--- src/rtl/tick_task_dispatcher_top_defines.svh ---
// Assertion macros shared by the dispatcher RTL.
`ifndef TICK_TASK_DISPATCHER_TOP_DEFINES_SVH
`define TICK_TASK_DISPATCHER_TOP_DEFINES_SVH
`ifndef NO_ASSERTIONS
// Checked only while out of reset.
`define TSKD_ASSERT(lbl, clk, rstn, prop, msg) \
    lbl: assert property (@(posedge clk) disable iff (!rstn) prop) else $error(msg);
// Checked at every clock edge, including reset.
`define TSKD_ASSERT_ALWAYS(lbl, clk, prop, msg) \
    lbl: assert property (@(posedge clk) prop) else $error(msg);
`else
`define TSKD_ASSERT(lbl, clk, rstn, prop, msg)
`define TSKD_ASSERT_ALWAYS(lbl, clk, prop, msg)
`endif
`endif

--- src/rtl/tskd_pkg.sv ---
// Types and constants of the tick task dispatcher.
package tskd_pkg;

    localparam int SLOTS_DEF  = 8;
    localparam int SLOT_IDX_W = 5;
    localparam logic [15:0] WRAP_RESET = 16'd40000;

    typedef enum logic [1:0] {
        CMD_ADD  = 2'd0,
        CMD_DEL  = 2'd1,
        CMD_TICK = 2'd2,
        CMD_BAD  = 2'd3
    } cmd_t;

    typedef enum logic [2:0] {
        STS_OK        = 3'd0,
        STS_INVALID   = 3'd1,
        STS_DUP_ID    = 3'd2,
        STS_SLOT_USED = 3'd3,
        STS_NOT_FOUND = 3'd4,
        STS_NO_LIVE   = 3'd5,
        STS_NONE_FIRE = 3'd6
    } status_t;

    typedef enum logic [2:0] {
        S_IDLE,
        S_RD,
        S_EV,
        S_DIV,
        S_FIRE,
        S_FIN
    } state_t;

    typedef struct packed {
        logic        done;
        logic        periodic;
        logic [15:0] period;
        logic [7:0]  id;
    } entry_t;

    typedef struct packed {
        logic                  en;
        logic [SLOT_IDX_W-1:0] addr;
        entry_t                data;
    } mem_wr_t;

endpackage

--- src/rtl/tskd_mem.sv ---
// Task table memory: one write port, one registered read port.
module tskd_mem #(
    parameter int SLOTS = tskd_pkg::SLOTS_DEF
) (
    input  logic                            aclk,
    input  tskd_pkg::mem_wr_t               wr,
    input  logic                            rd_en,
    input  logic [tskd_pkg::SLOT_IDX_W-1:0] rd_addr,
    output tskd_pkg::entry_t                rd_data
);
    localparam int AW = (SLOTS > 1) ? $clog2(SLOTS) : 1;

    tskd_pkg::entry_t mem [SLOTS];
    tskd_pkg::entry_t rd_data_reg;

    always_ff @(posedge aclk) begin
        if (wr.en) begin
            mem[wr.addr[AW-1:0]] <= wr.data;
        end
        if (rd_en) begin
            rd_data_reg <= mem[rd_addr[AW-1:0]];
        end
    end

    assign rd_data = rd_data_reg;
endmodule

--- src/rtl/tskd_rem.sv ---
// Iterative remainder unit, two quotient bits per cycle over a 16-bit dividend.
module tskd_rem (
    input  logic        aclk,
    input  logic        aresetn,
    input  logic        start,
    input  logic [15:0] num,
    input  logic [15:0] den,
    output logic        busy,
    output logic        done,
    output logic        rem_zero
);
    logic        busy_reg, busy_next;
    logic        done_reg, done_next;
    logic [2:0]  cnt_reg, cnt_next;
    logic [16:0] rem_reg, rem_next;
    logic [15:0] num_reg, num_next;
    logic [15:0] den_reg, den_next;
    logic [16:0] r1, r1s, r2, r2s;

    always_comb begin
        r1  = {rem_reg[15:0], num_reg[15]};
        r1s = (r1 >= {1'b0, den_reg}) ? r1 - {1'b0, den_reg} : r1;
        r2  = {r1s[15:0], num_reg[14]};
        r2s = (r2 >= {1'b0, den_reg}) ? r2 - {1'b0, den_reg} : r2;
    end

    always_comb begin
        busy_next = busy_reg;
        done_next = 1'b0;
        cnt_next  = cnt_reg;
        rem_next  = rem_reg;
        num_next  = num_reg;
        den_next  = den_reg;
        if (start) begin
            busy_next = 1'b1;
            cnt_next  = '0;
            rem_next  = '0;
            num_next  = num;
            den_next  = den;
        end else if (busy_reg) begin
            rem_next = r2s;
            num_next = {num_reg[13:0], 2'b00};
            cnt_next = cnt_reg + 3'd1;
            if (cnt_reg == 3'd7) begin
                busy_next = 1'b0;
                done_next = 1'b1;
            end
        end
    end

    always_ff @(posedge aclk) begin
        if (!aresetn) begin
            busy_reg <= 1'b0;
            done_reg <= 1'b0;
        end else begin
            busy_reg <= busy_next;
            done_reg <= done_next;
        end
        cnt_reg <= cnt_next;
        rem_reg <= rem_next;
        num_reg <= num_next;
        den_reg <= den_next;
    end

    assign busy     = busy_reg;
    assign done     = done_reg;
    assign rem_zero = (rem_reg == 17'd0);
endmodule

--- src/rtl/tick_task_dispatcher_top.sv ---
// Add and delete walk every table slot; a tick walks them too and runs a remainder per live slot.
// One request at a time: a new request is taken only once the slot walk of the
// last one is done and its response has been registered.
// Each table slot is first read from the table memory, then evaluated.
// Reset (aresetn low, synchronous) empties all slots, clears the tick count,
// loads wrap_limit with 40000 and drops all valid outputs.
`include "tick_task_dispatcher_top_defines.svh"
module tick_task_dispatcher_top #(
    parameter int SLOTS = tskd_pkg::SLOTS_DEF
) (
    input  logic        aclk,
    input  logic        aresetn,
    input  logic        cfg_we,
    input  logic [15:0] cfg_wdata,      // wrap_limit
    input  logic        s_tvalid,
    output logic        s_tready,
    input  logic [31:0] s_tdata,        // task_id[7:0], slot[10:8], period[26:11],
                                        // periodic[27], zero[31:28]
    input  logic [1:0]  s_tuser,        // cmd[1:0]
    output logic        m_tvalid,
    input  logic        m_tready,
    output logic [15:0] m_tdata,        // fired_slot[2:0], fired_id[10:3], zero[15:11]
    output logic [3:0]  m_tuser,        // status[2:0], fired[3]
    output logic        m_tlast
);
    localparam int AW = (SLOTS > 1) ? $clog2(SLOTS) : 1;
    localparam int IW = tskd_pkg::SLOT_IDX_W;

    tskd_pkg::state_t state_reg, state_next;

    tskd_pkg::cmd_t cmd_reg, cmd_next;
    logic [7:0]  id_reg, id_next;
    logic [2:0]  slot_reg, slot_next;
    logic [15:0] period_reg, period_next;
    logic        periodic_reg, periodic_next;
    logic [AW-1:0] idx_reg, idx_next;
    logic        dup_reg, dup_next;
    logic        used_reg, used_next;
    logic        hit_reg, hit_next;
    logic        any_live_reg, any_live_next;
    logic        held_valid_reg, held_valid_next;
    logic [2:0]  held_slot_reg, held_slot_next;
    logic [7:0]  held_id_reg, held_id_next;
    logic [2:0]  cand_slot_reg, cand_slot_next;
    logic [7:0]  cand_id_reg, cand_id_next;
    tskd_pkg::entry_t ent_reg, ent_next;
    logic [15:0] cnt_reg, cnt_next;
    logic [15:0] wrap_reg, wrap_next;
    logic [SLOTS-1:0] valid_reg, valid_next;
    logic        m_valid_reg, m_valid_next;
    logic [15:0] m_data_reg, m_data_next;
    logic [3:0]  m_user_reg, m_user_next;
    logic        m_last_reg, m_last_next;

    tskd_pkg::mem_wr_t wr;
    tskd_pkg::entry_t  rd_data;
    logic              rd_en;
    logic              rem_start, rem_busy, rem_done, rem_zero;

    logic          accept, out_free, last_slot, ev_live, ev_match, ev_div;
    logic [IW-1:0] idx_ext;
    logic [2:0]    idx_slot;
    logic          add_bad;

    tskd_mem #(.SLOTS(SLOTS)) u_mem (
        .aclk    (aclk),
        .wr      (wr),
        .rd_en   (rd_en),
        .rd_addr (idx_ext),
        .rd_data (rd_data)
    );

    tskd_rem u_rem (
        .aclk     (aclk),
        .aresetn  (aresetn),
        .start    (rem_start),
        .num      (cnt_reg),
        .den      (rd_data.period),
        .busy     (rem_busy),
        .done     (rem_done),
        .rem_zero (rem_zero)
    );

    assign s_tready  = (state_reg == tskd_pkg::S_IDLE);
    assign accept    = s_tvalid && s_tready;
    assign out_free  = !m_valid_reg || m_tready;
    assign last_slot = (idx_reg == AW'(SLOTS - 1));
    assign idx_ext   = IW'(idx_reg);
    assign idx_slot  = idx_ext[2:0];
    assign ev_live   = valid_reg[idx_reg] && (rd_data.id != 8'd0) && !rd_data.done;
    assign ev_match  = ev_live && (rd_data.id == id_reg);
    assign ev_div    = (cmd_reg == tskd_pkg::CMD_TICK) && ev_live && (rd_data.period != 16'd0);
    assign rd_en     = (state_reg == tskd_pkg::S_RD);
    assign rem_start = (state_reg == tskd_pkg::S_EV) && ev_div;
    assign add_bad   = (id_reg == 8'd0) || (period_reg == 16'd0) || (32'(slot_reg) >= SLOTS);

    // Next state.
    always_comb begin
        state_next = state_reg;
        unique case (state_reg)
            tskd_pkg::S_IDLE: begin
                if (accept) begin
                    state_next = (tskd_pkg::cmd_t'(s_tuser) == tskd_pkg::CMD_BAD) ?
                                 tskd_pkg::S_FIN : tskd_pkg::S_RD;
                end
            end
            tskd_pkg::S_RD: begin
                state_next = tskd_pkg::S_EV;
            end
            tskd_pkg::S_EV: begin
                if (ev_div) begin
                    state_next = tskd_pkg::S_DIV;
                end else begin
                    state_next = last_slot ? tskd_pkg::S_FIN : tskd_pkg::S_RD;
                end
            end
            tskd_pkg::S_DIV: begin
                if (rem_done) begin
                    if (rem_zero && held_valid_reg) begin
                        state_next = tskd_pkg::S_FIRE;
                    end else begin
                        state_next = last_slot ? tskd_pkg::S_FIN : tskd_pkg::S_RD;
                    end
                end
            end
            tskd_pkg::S_FIRE: begin
                if (out_free) begin
                    state_next = last_slot ? tskd_pkg::S_FIN : tskd_pkg::S_RD;
                end
            end
            tskd_pkg::S_FIN: begin
                if (out_free) begin
                    state_next = tskd_pkg::S_IDLE;
                end
            end
            default: state_next = tskd_pkg::S_IDLE;
        endcase
    end

    // Datapath and outputs.
    always_comb begin
        cmd_next        = cmd_reg;
        id_next         = id_reg;
        slot_next       = slot_reg;
        period_next     = period_reg;
        periodic_next   = periodic_reg;
        idx_next        = idx_reg;
        dup_next        = dup_reg;
        used_next       = used_reg;
        hit_next        = hit_reg;
        any_live_next   = any_live_reg;
        held_valid_next = held_valid_reg;
        held_slot_next  = held_slot_reg;
        held_id_next    = held_id_reg;
        cand_slot_next  = cand_slot_reg;
        cand_id_next    = cand_id_reg;
        ent_next        = ent_reg;
        cnt_next        = cnt_reg;
        wrap_next       = cfg_we ? cfg_wdata : wrap_reg;
        valid_next      = valid_reg;
        m_valid_next    = m_tready ? 1'b0 : m_valid_reg;
        m_data_next     = m_data_reg;
        m_user_next     = m_user_reg;
        m_last_next     = m_last_reg;
        wr              = '0;

        unique case (state_reg)
            tskd_pkg::S_IDLE: begin
                if (accept) begin
                    cmd_next        = tskd_pkg::cmd_t'(s_tuser);
                    id_next         = s_tdata[7:0];
                    slot_next       = s_tdata[10:8];
                    period_next     = s_tdata[26:11];
                    periodic_next   = s_tdata[27];
                    idx_next        = '0;
                    dup_next        = 1'b0;
                    used_next       = 1'b0;
                    hit_next        = 1'b0;
                    any_live_next   = 1'b0;
                    held_valid_next = 1'b0;
                    if (tskd_pkg::cmd_t'(s_tuser) == tskd_pkg::CMD_TICK) begin
                        cnt_next = cnt_reg + 16'd1;
                    end
                end
            end
            tskd_pkg::S_RD: begin
            end
            tskd_pkg::S_EV: begin
                ent_next = rd_data;
                if (ev_live) begin
                    any_live_next = 1'b1;
                end
                case (cmd_reg)
                    tskd_pkg::CMD_ADD: begin
                        if (ev_match) begin
                            dup_next = 1'b1;
                        end
                        if (ev_live && (idx_ext == IW'(slot_reg))) begin
                            used_next = 1'b1;
                        end
                    end
                    tskd_pkg::CMD_DEL: begin
                        if (ev_match && !hit_reg) begin
                            hit_next       = 1'b1;
                            wr.en          = 1'b1;
                            wr.addr        = idx_ext;
                            wr.data        = rd_data;
                            wr.data.done   = 1'b1;
                        end
                    end
                    default: begin
                    end
                endcase
                if (!ev_div) begin
                    idx_next = idx_reg + AW'(1);
                end
            end
            tskd_pkg::S_DIV: begin
                if (rem_done) begin
                    if (rem_zero) begin
                        if (held_valid_reg) begin
                            cand_slot_next = idx_slot;
                            cand_id_next   = ent_reg.id;
                        end else begin
                            held_valid_next = 1'b1;
                            held_slot_next  = idx_slot;
                            held_id_next    = ent_reg.id;
                            idx_next        = idx_reg + AW'(1);
                        end
                        // A one-shot task retires as soon as its firing is found.
                        if (!ent_reg.periodic) begin
                            wr.en        = 1'b1;
                            wr.addr      = idx_ext;
                            wr.data      = ent_reg;
                            wr.data.done = 1'b1;
                        end
                    end else begin
                        idx_next = idx_reg + AW'(1);
                    end
                end
            end
            tskd_pkg::S_FIRE: begin
                if (out_free) begin
                    m_valid_next   = 1'b1;
                    m_data_next    = {5'd0, held_id_reg, held_slot_reg};
                    m_user_next    = {1'b1, tskd_pkg::STS_OK};
                    m_last_next    = 1'b0;
                    held_slot_next = cand_slot_reg;
                    held_id_next   = cand_id_reg;
                    idx_next       = idx_reg + AW'(1);
                end
            end
            tskd_pkg::S_FIN: begin
                if (out_free) begin
                    m_valid_next = 1'b1;
                    m_data_next  = '0;
                    m_last_next  = 1'b1;
                    case (cmd_reg)
                        tskd_pkg::CMD_ADD: begin
                            if (add_bad) begin
                                m_user_next = {1'b0, tskd_pkg::STS_INVALID};
                            end else if (dup_reg) begin
                                m_user_next = {1'b0, tskd_pkg::STS_DUP_ID};
                            end else if (used_reg) begin
                                m_user_next = {1'b0, tskd_pkg::STS_SLOT_USED};
                            end else begin
                                m_user_next = {1'b0, tskd_pkg::STS_OK};
                                wr.en       = 1'b1;
                                wr.addr     = IW'(slot_reg);
                                wr.data     = '{done: 1'b0, periodic: periodic_reg,
                                                period: period_reg, id: id_reg};
                                valid_next[AW'(slot_reg)] = 1'b1;
                            end
                        end
                        tskd_pkg::CMD_DEL: begin
                            m_user_next = {1'b0, hit_reg ? tskd_pkg::STS_OK
                                                         : tskd_pkg::STS_NOT_FOUND};
                        end
                        tskd_pkg::CMD_TICK: begin
                            if (held_valid_reg) begin
                                m_data_next = {5'd0, held_id_reg, held_slot_reg};
                                m_user_next = {1'b1, tskd_pkg::STS_OK};
                            end else begin
                                m_user_next = {1'b0, any_live_reg ? tskd_pkg::STS_NONE_FIRE
                                                                  : tskd_pkg::STS_NO_LIVE};
                            end
                            held_valid_next = 1'b0;
                            if (cnt_reg >= wrap_reg) begin
                                cnt_next = '0;
                            end
                        end
                        default: begin
                            m_user_next = {1'b0, tskd_pkg::STS_INVALID};
                        end
                    endcase
                end
            end
            default: begin
            end
        endcase
    end

    always_ff @(posedge aclk) begin
        if (!aresetn) begin
            state_reg      <= tskd_pkg::S_IDLE;
            held_valid_reg <= 1'b0;
            cnt_reg        <= '0;
            wrap_reg       <= tskd_pkg::WRAP_RESET;
            valid_reg      <= '0;
            m_valid_reg    <= 1'b0;
        end else begin
            state_reg      <= state_next;
            held_valid_reg <= held_valid_next;
            cnt_reg        <= cnt_next;
            wrap_reg       <= wrap_next;
            valid_reg      <= valid_next;
            m_valid_reg    <= m_valid_next;
        end
        cmd_reg       <= cmd_next;
        id_reg        <= id_next;
        slot_reg      <= slot_next;
        period_reg    <= period_next;
        periodic_reg  <= periodic_next;
        idx_reg       <= idx_next;
        dup_reg       <= dup_next;
        used_reg      <= used_next;
        hit_reg       <= hit_next;
        any_live_reg  <= any_live_next;
        held_slot_reg <= held_slot_next;
        held_id_reg   <= held_id_next;
        cand_slot_reg <= cand_slot_next;
        cand_id_reg   <= cand_id_next;
        ent_reg       <= ent_next;
        m_data_reg    <= m_data_next;
        m_user_reg    <= m_user_next;
        m_last_reg    <= m_last_next;
    end

    assign m_tvalid = m_valid_reg;
    assign m_tdata  = m_data_reg;
    assign m_tuser  = m_user_reg;
    assign m_tlast  = m_last_reg;

    `TSKD_ASSERT(a_idle_no_held, aclk, aresetn, s_tready |-> !held_valid_reg, "held firing while idle")
    `TSKD_ASSERT(a_rem_in_div, aclk, aresetn, rem_busy |-> (state_reg == tskd_pkg::S_DIV), "remainder unit busy outside divide state")
    `TSKD_ASSERT(a_fire_has_held, aclk, aresetn, (state_reg == tskd_pkg::S_FIRE) |-> held_valid_reg, "fire state without held result")
    `TSKD_ASSERT_ALWAYS(a_reset_out, aclk, !aresetn |=> !m_tvalid, "output valid after reset")
endmodule
--- config.mk ---
export PLATFORM = sky130hd
export DESIGN_NAME = tick_task_dispatcher_top
export DESIGN_NICKNAME = d
export VERILOG_FILES = /design/src/rtl/tskd_pkg.sv /design/src/rtl/tskd_mem.sv /design/src/rtl/tskd_rem.sv /design/src/rtl/tick_task_dispatcher_top.sv
export VERILOG_INCLUDE_DIRS = /design/src /design/src/rtl
export SDC_FILE = /design/constraint.sdc
export NUM_CORES = 1
export LEC_CHECK = 0
export ABC_AREA = 0
export BUFFER_PORTS_ARGS = -buffer_cell sky130_fd_sc_hd__buf_4
export CAP_MARGIN = 20
export CORE_MARGIN = 8
export CORE_UTILIZATION = 25
export CTS_BUF_LIST = sky130_fd_sc_hd__clkbuf_8 sky130_fd_sc_hd__clkbuf_16
export DETAILED_ROUTE_END_ITERATION = 16
export GPL_TIMING_DRIVEN = 0
export SYNTH_ARGS = -nofsm -noshare
export SYNTH_HDL_FRONTEND = slang
export SYNTH_SLANG_ARGS = --single-unit
--- constraint.sdc ---
create_clock -name aclk -period 11.1 [get_ports aclk]
set_input_delay 0.555 -clock aclk [delete_from_list [all_inputs] [get_ports aclk]]
set_output_delay 0.555 -clock aclk [all_outputs]
set_load 0.005 [all_outputs]
==> metrics.txt <==
drt total wl 47900 um; simple-gate portion of the synthesized area around 8.6%; PwrDens approximately 150 nW/um2; antenna violations before repair 1; drt via density 4.64; CTS Hold Bufs 0; synth cell count leaders 366 x edfxtp_1, 90 x nand2_1, 73 x inv_1; Pleak 7.63 nW; Final TNS setup 0 ns; RSZ-0062 raised after global routing no; largest family of logic cells by synthesized area multiplexers; CP endpoint kind register; clock latency on the worst-skew pair 0.59 ns; share of layout cells above drive strength 1 about a fifth; CTS tree built; Clock transition at path regs roughly 0.07 ns; initial core utilization around a quarter; largest net degree at the start of global routing 32; crit path DAT 5.93 ns; Clock Skew 0.0301 ns; Clock Sinks approximately 430; measured slew at the worst slew-check pin 0.991 ns; GR Overflow Total 0; clk buf depth 3; Max-Cap Viols 0; Main synth FF type edfxtp_1; count of pins over their slew limit 0; Worst VDD drop 0.0833 mV; final period utilization 49.3%; initial drt markers roughly 1100; area of the mapped netlist between 15000 and 20000 um2; Max-Slew Margin vs Limit ~34%; total CTS buffers 45; Hold WS 0.147 ns; first-pass GRT wire length 73600 um; Area Overhead vs Synth 19.2%; Sw Share approximately 22%; Final min period 5.47 ns; CP required between 10 and 15 ns; final RePlAce weighted congestion about 0.87; fillers 7640; Hold Vio Cnt, Final 0; CTS-repair resized insts 0; Post-DP HPWL 34500 um; number of enable flip-flop cells after synthesis 366; post-synth top area share 56.9%; area leader, netlist edfxtp_1; Worst Slack Setup Final between 5 and 6 ns; DRT antenna net count 0; Synth Area per Inst 14.4 um2; CP max FO 10; number of detailed-route iterations in the first pass 5; core region area 77000 um2; synthesized flop and latch total 433; number of setup buffers added after CTS 0; max FFs per register roughly 210; yosys warns 0; CP Launch Type register; post-synth cell types 79; cell count after synthesis roughly 1300; final setup vio count 0; adder-cell share of the synthesized area between 3 and 4%; part of the power in registers around 52%; Die ar. about 86000 um2; ys async rst share 0%; Final nets 1591; Clock Root Buffer clkbuf_16; Seq/Total Area, Yosys 63.8%; I/O Pins 78; most frequent cell after synthesis edfxtp_1; synth top area cells edfxtp_1 57%, dfxtp_1 6.9%, mux4_2 6.3%; xor and xnor fraction of the mapped netlist area 1.95%; Die Span Y 294 um; FP Rows approximately 100; Port Buffers 67; Setup CP Type reg -> reg; H-tree levels 2; Die W about 290 um; clock network fraction of design power 42.8%; overall power around 3.5 mW; type of the tightest min-delay check in -> reg; Max Clk Rate 183 MHz; gr usage total 10.9%; Sw Pwr 0.793 mW; vias in the first global route 12261; status complete, no violations; mux contribution to synthesized area 10.4%; Logic pwr share 5.5%; post-synthesis compound-gate area fraction 8.46%; DR vias around 12000; Pint 2.73 mW; post-DR wirelength/cell 18.7 um; # DRC 0; Core Util, Final 29.9%; Post-Place Setup Slack 5.62 ns
==> path summary, 6_finish.rpt <==
| check | start | end | slack (ns) | cells past startpoint |
|---|---|---|---|---|
| min reg2reg | u_mem.rd_data[24]$_DFFE_PP_ | ent_reg[24]$_DFFE_PP_ | 0.46 | 0 |
| max | u_rem.den_reg[1]$_DFFE_PP_ | u_rem.rem_reg[2]$_SDFFE_PP0P_ | 5.63 | 18 |
| max reg2reg | u_rem.den_reg[1]$_DFFE_PP_ | u_rem.rem_reg[2]$_SDFFE_PP0P_ | 5.63 | 18 |
| min | s_tdata[14] | period_reg[3]$_DFFE_PP_ | 0.15 | 1 |
==> metal layers <==
metal	up-vias	GRT usage, %	wire length, um
li1	5461	-	-
met1	5992	13.9	20400
met2	342	18.6	23600
met3	80	2.04	2710
met4	0	3.33	1210
met5	-	0	0
==> area by class of cell <==
| type | count | area (um2) | share of cell area [%] |
|---|---|---|---|
| well taps | 1040 | 1300 | 5.65 |
| clock buffers | 49 | 1210 | 5.27 |
| flip-flops and latches | 433 | 12300 | 53.5 |
| diodes | 1 | 2.50 | 0.0109 |
| clock inverters | 34 | 277 | 1.20 |
| inverters | 73 | 274 | 1.19 |
| repair buffers | 85 | 812 | 3.53 |
| plain buffers | 65 | 318 | 1.38 |
| multi-input cells | 778 | 6500 | 28.2 |
==> cell usage in the layout (no fill, tap or decap), types with 6 or more instances in the layout <==
| cell type | n |
|---|---|
| a21oi_1 | 40 |
| buf_4 | 75 |
| clkinv_2 | 6 |
| a21o_1 | 19 |
| dfxtp_1 | 67 |
| nor2b_1 | 24 |
| nand2_1 | 90 |
| nor2_1 | 60 |
| a211oi_1 | 13 |
| o21a_1 | 17 |
| xnor2_1 | 28 |
| mux4_2 | 54 |
| or3_1 | 6 |
| buf_2 | 10 |
| nand2b_1 | 9 |
| and2_1 | 16 |
| o21ai_0 | 37 |
| clkbuf_1 | 37 |
| nand4_1 | 9 |
| nor3b_1 | 8 |
| and3_1 | 8 |
| buf_6 | 11 |
| ha_1 | 53 |
| o31ai_1 | 6 |
| mux2_2 | 49 |
| inv_1 | 83 |
| edfxtp_1 | 366 |
| mux2i_1 | 25 |
| a222oi_1 | 24 |
| buf_1 | 7 |
| nor3_1 | 16 |
| xor2_1 | 15 |
| nor4_1 | 25 |
| clkbuf_16 | 48 |
| o211ai_1 | 10 |
| nand3_1 | 26 |
==> cells by family (layout without fill, tap and decap cells) <==
kind of cell | Yosys count | in the layout
compound gates | 222 | 222
xor+xnor | 43 | 43
fa+ha+maj | 55 | 55
buf+inv | 138 | 306
flops | 433 | 433
mux | 128 | 128
other cells | 1 | 6
simple gates | 325 | 325
==> through the flow <==
stage          cells  cell area (um2)
3_5_place_dp    2474            21500
2_1_floorplan   1349            19300
5_1_grt         2557            23000
4_1_cts         2557            23000
6_report        2558            23000
3_3_place_gp    2456            21100
==> critical path: stages (launching register included) <==
cell,delay (ns)
edfxtp_1,0.37
inv_1,0.12
ha_1,0.33
nand4_1,0.11
or4_4,0.56
a31o_2,0.24
nand2_1,0.12
buf_2,0.29
mux2_2,0.39
ha_1,0.34
and2_1,0.30
o2111ai_1,0.23
a211oi_1,0.53
o21bai_1,0.20
a21boi_0,0.42
nor3_4,0.07
buf_6,0.18
or3_2,0.44
o311ai_0,0.11
==> power by group through the flow <==
stage,logic [mW],clock network [mW],registers [mW]
floorplan,0.121,0,1.84
global placement,0.188,0,1.86
detailed placement,0.198,0,1.86
CTS,0.198,1.54,1.82
global route,0.214,1.60,1.83
finish,0.194,1.51,1.82
Note: power is estimated with default switching activity, not from simulation.
